==> src/rtl/orbm_pkg.sv <==
package orbm_pkg;

    // Built number of slots and the widths that follow from it.
    localparam int DEPTH  = 1024;
    localparam int ADDR_W = $clog2(DEPTH);
    localparam int CNT_W  = $clog2(DEPTH + 1);

    // Sample and running sum widths. The sum holds up to DEPTH full-scale samples.
    localparam int DATA_W = 32;
    localparam int SUM_W  = DATA_W + ADDR_W;

    // Size register as seen on the configuration channel.
    localparam int CFG_W      = 11;
    localparam int SIZE_RESET = 1024;

    // Request commands.
    localparam int CMD_W = 2;
    localparam logic [CMD_W-1:0] CMD_WRITE = 2'd0;
    localparam logic [CMD_W-1:0] CMD_READ  = 2'd1;
    localparam logic [CMD_W-1:0] CMD_FILL  = 2'd2;

    typedef logic signed [DATA_W-1:0] sample_t;
    typedef logic signed [SUM_W-1:0]  sum_t;

endpackage

==> src/rtl/orbm_div.sv <==
// Bit-serial signed divider: one quotient bit per cycle, truncating toward zero.
module orbm_div (
    input  logic                         clk,
    input  logic                         rst_n,
    input  logic                         start,
    input  orbm_pkg::sum_t               dividend,
    input  logic [orbm_pkg::CNT_W-1:0]   divisor,
    output logic                         done,
    output orbm_pkg::sample_t            quotient
);

    localparam int STEP_W = $clog2(orbm_pkg::SUM_W + 1);

    logic                          busy_reg;
    logic                          done_reg;
    logic [STEP_W-1:0]             step_reg;
    logic                          neg_reg;
    logic [orbm_pkg::SUM_W-1:0]    quo_reg;
    logic [orbm_pkg::CNT_W-1:0]    rem_reg;
    logic [orbm_pkg::CNT_W-1:0]    div_reg;

    logic [orbm_pkg::SUM_W-1:0]    mag;
    logic [orbm_pkg::CNT_W:0]      trial;
    logic [orbm_pkg::CNT_W:0]      diff;
    logic                          take;
    logic [orbm_pkg::CNT_W-1:0]    rem_next;
    logic [orbm_pkg::DATA_W-1:0]   quo_low;

    assign mag      = dividend[orbm_pkg::SUM_W-1] ? (~dividend + 1'b1) : dividend;
    assign trial    = {rem_reg, quo_reg[orbm_pkg::SUM_W-1]};
    assign diff     = trial - {1'b0, div_reg};
    assign take     = (trial >= {1'b0, div_reg});
    assign rem_next = take ? diff[orbm_pkg::CNT_W-1:0] : trial[orbm_pkg::CNT_W-1:0];

    always_ff @(posedge clk or negedge rst_n)
    begin
        if (!rst_n)
        begin
            busy_reg <= 1'b0;
            done_reg <= 1'b0;
            step_reg <= '0;
        end
        else if (start)
        begin
            busy_reg <= 1'b1;
            done_reg <= 1'b0;
            step_reg <= STEP_W'(orbm_pkg::SUM_W);
        end
        else if (busy_reg)
        begin
            step_reg <= step_reg - 1'b1;
            if (step_reg == STEP_W'(1))
            begin
                busy_reg <= 1'b0;
                done_reg <= 1'b1;
            end
        end
        else
        begin
            done_reg <= 1'b0;
        end
    end

    always_ff @(posedge clk)
    begin
        if (start)
        begin
            quo_reg <= mag;
            rem_reg <= '0;
            div_reg <= divisor;
            neg_reg <= dividend[orbm_pkg::SUM_W-1];
        end
        else if (busy_reg)
        begin
            quo_reg <= {quo_reg[orbm_pkg::SUM_W-2:0], take};
            rem_reg <= rem_next;
        end
    end

    // The magnitude of a valid quotient never exceeds 2^31, so the low word is enough.
    assign quo_low  = quo_reg[orbm_pkg::DATA_W-1:0];
    assign quotient = neg_reg ? (~quo_low + 1'b1) : quo_low;
    assign done     = done_reg;

endmodule

==> config.mk <==
export PLATFORM = sky130hd
export DESIGN_NAME = orbm_div
export DESIGN_NICKNAME = d
export VERILOG_FILES = /design/src/rtl/orbm_pkg.sv /design/src/rtl/orbm_div.sv
export SDC_FILE = /design/constraint.sdc
export NUM_CORES = 1
export LEC_CHECK = 0
export BUFFER_PORTS_ARGS = -buffer_cell sky130_fd_sc_hd__buf_4
export CAP_MARGIN = 10
export CORE_AREA = 2 2 77 135
export DETAILED_ROUTE_END_ITERATION = 12
export DIE_AREA = 0 0 79 137
export GPL_TIMING_DRIVEN = 0
export PLACE_DENSITY = 0.74
export SLEW_MARGIN = 20
export SYNTH_ARGS = -nofsm -noshare
export SYNTH_HDL_FRONTEND = slang
export SYNTH_SLANG_ARGS = --single-unit
export TNS_END_PERCENT = 50
==> constraint.sdc <==
create_clock -name clk -period 3.6 [get_ports clk]
set_clock_uncertainty 0.2 [all_clocks]
set_input_delay 0.72 -clock clk [delete_from_list [all_inputs] [get_ports clk]]
set_output_delay 0.72 -clock clk [all_outputs]
set_load 0.01 [all_outputs]
==> reports/results.txt <==
The run finished, with violations left. The final reports fail on setup timing. 89 I/O pins were placed.

After Yosys synthesis, XOR and XNOR cells account for 13.9% of the synthesized area. The run gives 4375 as the via count of the first global-routing pass. Excluding fillers, the count of instances in the completed layout stands at 775.

The number of max-slew violations in the final report was 0; the first-pass GRT wire length was 21.0 mm. In this run, synthesis inferred 54 flip-flops with an integrated enable. Switching fraction of total power: 28.4%. Count of synthesis-stage warnings from yosys: 0. Across every metal layer, demand over resource in global routing totals 25.4%. The worst hold path belongs to the class reg2reg. Summing the areas of all compound-gate instances in the mapped netlist gives 18.2% of the synthesized area. The number of antenna violations at the first check in global routing was 0; the number of buffer and inverter instances along the worst setup path was 2.

The run gives 0.00973 mm² as the placeable core region. Data arrives at the worst endpoint at 2.98 ns. In this run the remaining antenna-violating nets after routing total 0.

For the pin with the worst max-slew slack, the measured transition is 0.744 ns. In this run, flip-flops and latches consume 42.8% of the power. The peak supply drop was 0.000306 V; the area after detailed placement was 0.00582 mm². The worst setup path is launched from a flop. The tools report the maximum level of the CTS H-tree as 3. The mapped netlist covers 0.00498 mm². Yosys attributes the largest share of cell area to sky130_fd_sc_hd__edfxtp_1, sky130_fd_sc_hd__xor2_1, sky130_fd_sc_hd__xnor2_1.

The final design instance area without fill was 0.00628 mm². The simple-gate share of the synthesized area is 17.4%, and the area taken by multi-input logic gates is 0.00285 mm². The logs give 0.00204 mm² for the register cell area after layout and 0 for the max-capacitance violation count. For this run, design rule violations remaining after detail routing come to 0.

The run gives 747 as the placed instance count. The final-layout fill cell count is 838. The relative slew slack was 49.9%; the flip-flop count of the largest register after layout was 42.

The die span in y is 137 µm. The number of antenna diodes in the final layout is 0. The critical path goes through or4_4 > or4b_4 > nor4b_4 > buf_4 > nand2_2 > o41ai_4 > xnor2_1 > buf_4.

The routed layout has 4439 vias. The average instance in the mapped netlist occupies 9.34 µm². The largest net degree at the start of global routing is 31, and the relative area change from synthesis to final layout is 26.2%. After the first detailed-routing iteration, the DRC count stood at 278. The longest clock path from root to sink contains 2 buffers. The run gives 41.0% as the sequential cell area fraction in the yosys report.

The area share of the largest cell type after synthesis came out at 32.6%. In the layout the commonest cells are sky130_fd_sc_hd__buf_4, sky130_fd_sc_hd__nor2_1, sky130_fd_sc_hd__edfxtp_1. Combinational logic is responsible for 23.8% of the overall power.

The run gives 58 as the number of different library cells in the post-synthesis netlist. The HPWL after detailed placement is 10.3 mm. On the final layout, the worst hold slack is 0.296 ns.

Number of buffers created by CTS: 9. The net count of the finished layout is 717. The total count of hold-check failures in the final report is 0. The number of synthesized register bits was 73; the worst setup slack after placement was 0.00524 ns. After layout, the worst path uses 108% of the clock period. The final estimated routing congestion in global placement came out at 0.917.

Of all nets on the critical path, the largest fanout is 4. The register clock-pin slew on the reported worst setup and hold paths came out at 0.06 ns. The number of rows created at floorplan is 48.

The logs give 605 for the number of nets in the synthesized netlist and 4 for the number of detailed-routing iterations run before antenna repair. The die covers 0.0108 mm². Multiplexer cells account for 1.68% of the synthesized area. The total number of clock tree sinks was 73. The proportion of register bits with asynchronous set or reset after synthesis works out to 11.0%. The library cell used most frequently in the layout, excluding fill and tap cells, is sky130_fd_sc_hd__buf_4. The worst setup path is of the reg2out kind.

Cells with a size suffix above 1 make up 23.1% of the layout. Of the total power, the clock network draws 33.4%. The number of vias per cell is 5.73, and the endpoint required time on the critical path is 2.68 ns. The setup slack of the critical path after layout was -0.301 ns.

The count of buffers inserted at the top-level ports is 88. TritonCTS built the clock tree. In the final routed layout, each cell accounts on average for 17.6 µm. In this design, the critical path's most frequently occurring cell is sky130_fd_sc_hd__buf_4.

Setup repair after global routing could not meet its margin everywhere. The run gives 716 µW as the net switching power. The time the worst path needs with I/O delays and setup works out to 3.90 ns. Root buffer cell: sky130_fd_sc_hd__clkbuf_16. On the critical path, the stage with the largest delay is an instance of sky130_fd_sc_hd__or4_4. The area share of fa/ha/maj cells after synthesis came out at 4.17%.

The dominant combinational cell family by area after synthesis was compound AO/OA/AOI/OAI gates. Synthesis produced a netlist whose cell count is 533. For this design the static power due to leakage is 2.46 nW.

For the number of setup violations in the final report, the log shows 12. The floorplan step set the die width to 79 µm. The internal power of the cells totals 1.81 mW. The maximum cell stage delay along the critical path came out at 0.55 ns. Summed over all layers, the global routing overflow is 0. Clock latency on the worst-skew pair, taken at its later pin, is 0.34 ns. The most used flip-flop cell after synthesis is sky130_fd_sc_hd__edfxtp_1. Maximum frequency from static timing analysis: 0.256 GHz.

Critical path endpoint category: a primary output. The effective utilization at floorplan is 51.2%. The power per unit of standard cell area came out at 401 mW/mm². The cell type group with the largest total delay on the critical path was simple AND/OR/NAND/NOR gates. The cell accounting for the most synthesized area was sky130_fd_sc_hd__edfxtp_1. The aggregate routed wire length is 13.6 mm.
-- logic make-up after synthesis --
kind of cell,Yosys count
buffers and inverters,48
and+or+nand+nor,168
adders and majority gates,16
xor gates and xnor gates,79
DFF,73
muxes,8
AOI/OAI and AO/OA,141
-- stage by stage --
stage | power [mW] | TNS [ns] | util [%]
3_3_place_gp | 1.64 | 0 | 59.6
5_1_grt | 2.63 | -3.20 | 64.6
2_1_floorplan | 1.39 | 0 | -
3_5_place_dp | 1.66 | 0 | 59.8
6_report | 2.52 | -2.10 | 64.6
4_1_cts | 2.51 | -1.77 | 63.5
-- final cells by class --
type | instances | share of cell area [%]
clock inverters | 3 | 0.239
clock buffers | 13 | 4.16
flip-flops and latches | 73 | 32.5
plain buffers | 24 | 1.49
inverters | 24 | 1.43
well taps | 125 | 2.49
multi-input cells | 412 | 45.4
repair buffers | 101 | 12.3
-- worst reg2reg max path, stage by stage (launching register included) --
cell and delay [ns]:
sky130_fd_sc_hd__edfxtp_1 0.33, sky130_fd_sc_hd__inv_1 0.06, sky130_fd_sc_hd__ha_1 0.22, sky130_fd_sc_hd__fa_1 0.42
sky130_fd_sc_hd__nor2b_1 0.22, sky130_fd_sc_hd__o31a_1 0.21, sky130_fd_sc_hd__o21ai_0 0.22, sky130_fd_sc_hd__a21boi_2 0.43
sky130_fd_sc_hd__clkbuf_1 0.48, sky130_fd_sc_hd__mux2i_1 0.36, sky130_fd_sc_hd__o2bb2ai_1 0.09
-- timing repair --
item | 4_1_cts | 5_1_grt
setup endpoints to repair | 22 | 21
setup buffers | 4 | 7
pin swaps | 4 | 5
hold endpoints to repair | 8 | 0
hold buffers | 1 | 0
gates resized for setup | 13 | 12
-- worst paths after layout --
| kind | startpoint | end | slack [ns] | cells past startpoint |
|---|---|---|---|---|
| max | quo_reg[13] | quotient[24] | -0.30 | 8 |
| min | rem_reg[3] | rem_reg[3] | 0.30 | 1 |
| max reg2reg | quo_reg[41] | rem_reg[4] | 0.26 | 10 |
| min reg2reg | rem_reg[3] | rem_reg[3] | 0.30 | 1 |
| max in group asynchronous | rst_n | busy_reg | 2.54 | 2 |
| min in group asynchronous | rst_n | step_reg[2] | 0.53 | 2 |
-- cell usage after synthesis (3+ instances only) --
| cell type | count |
|---|---|
| sky130_fd_sc_hd__edfxtp_1 | 54 |
| sky130_fd_sc_hd__nand3_1 | 7 |
| sky130_fd_sc_hd__nor2b_1 | 4 |
| sky130_fd_sc_hd__mux2i_1 | 5 |
| sky130_fd_sc_hd__ha_1 | 15 |
| sky130_fd_sc_hd__nor2_1 | 60 |
| sky130_fd_sc_hd__nor4_1 | 8 |
| sky130_fd_sc_hd__or4_1 | 5 |
| sky130_fd_sc_hd__o41ai_1 | 7 |
| sky130_fd_sc_hd__or2_2 | 6 |
| sky130_fd_sc_hd__or3_1 | 12 |
| sky130_fd_sc_hd__dfxtp_1 | 11 |
| sky130_fd_sc_hd__nor3b_1 | 3 |
| sky130_fd_sc_hd__o41ai_2 | 3 |
| sky130_fd_sc_hd__nand2b_1 | 6 |
| sky130_fd_sc_hd__a31oi_1 | 4 |
| sky130_fd_sc_hd__nand2_1 | 31 |
| sky130_fd_sc_hd__buf_1 | 3 |
| sky130_fd_sc_hd__xnor2_1 | 38 |
| sky130_fd_sc_hd__clkbuf_1 | 20 |
| sky130_fd_sc_hd__dfrtp_1 | 8 |
| sky130_fd_sc_hd__o31ai_1 | 23 |
| sky130_fd_sc_hd__xor2_1 | 41 |
| sky130_fd_sc_hd__a21oi_1 | 47 |
| sky130_fd_sc_hd__mux2_2 | 3 |
| sky130_fd_sc_hd__nor3_1 | 9 |
| sky130_fd_sc_hd__o21ai_0 | 34 |
| sky130_fd_sc_hd__inv_1 | 24 |
-- power by group through the flow --
| stage | registers, mW | clock network, mW | logic (mW) |
|---|---|---|---|
| 6_report | 1.08 | 0.843 | 0.599 |
| 2_1_floorplan | 1.07 | 0 | 0.325 |
| 4_1_cts | 1.07 | 0.850 | 0.584 |
| 3_5_place_dp | 1.09 | 0 | 0.567 |
| 5_1_grt | 1.09 | 0.886 | 0.652 |
| 3_3_place_gp | 1.08 | 0 | 0.554 |
-- per-layer routing --
layer / GRT usage (%) / vias up / wire [µm]
met4: 9.58 / 0 / 227
met5: 0 / - / 0
li1: - / 2167 / -
met1: 24.5 / 2151 / 4820
met2: 52.2 / 108 / 8110
met3: 3.30 / 13 / 455
Note: power is estimated with default switching activity, not from simulation.
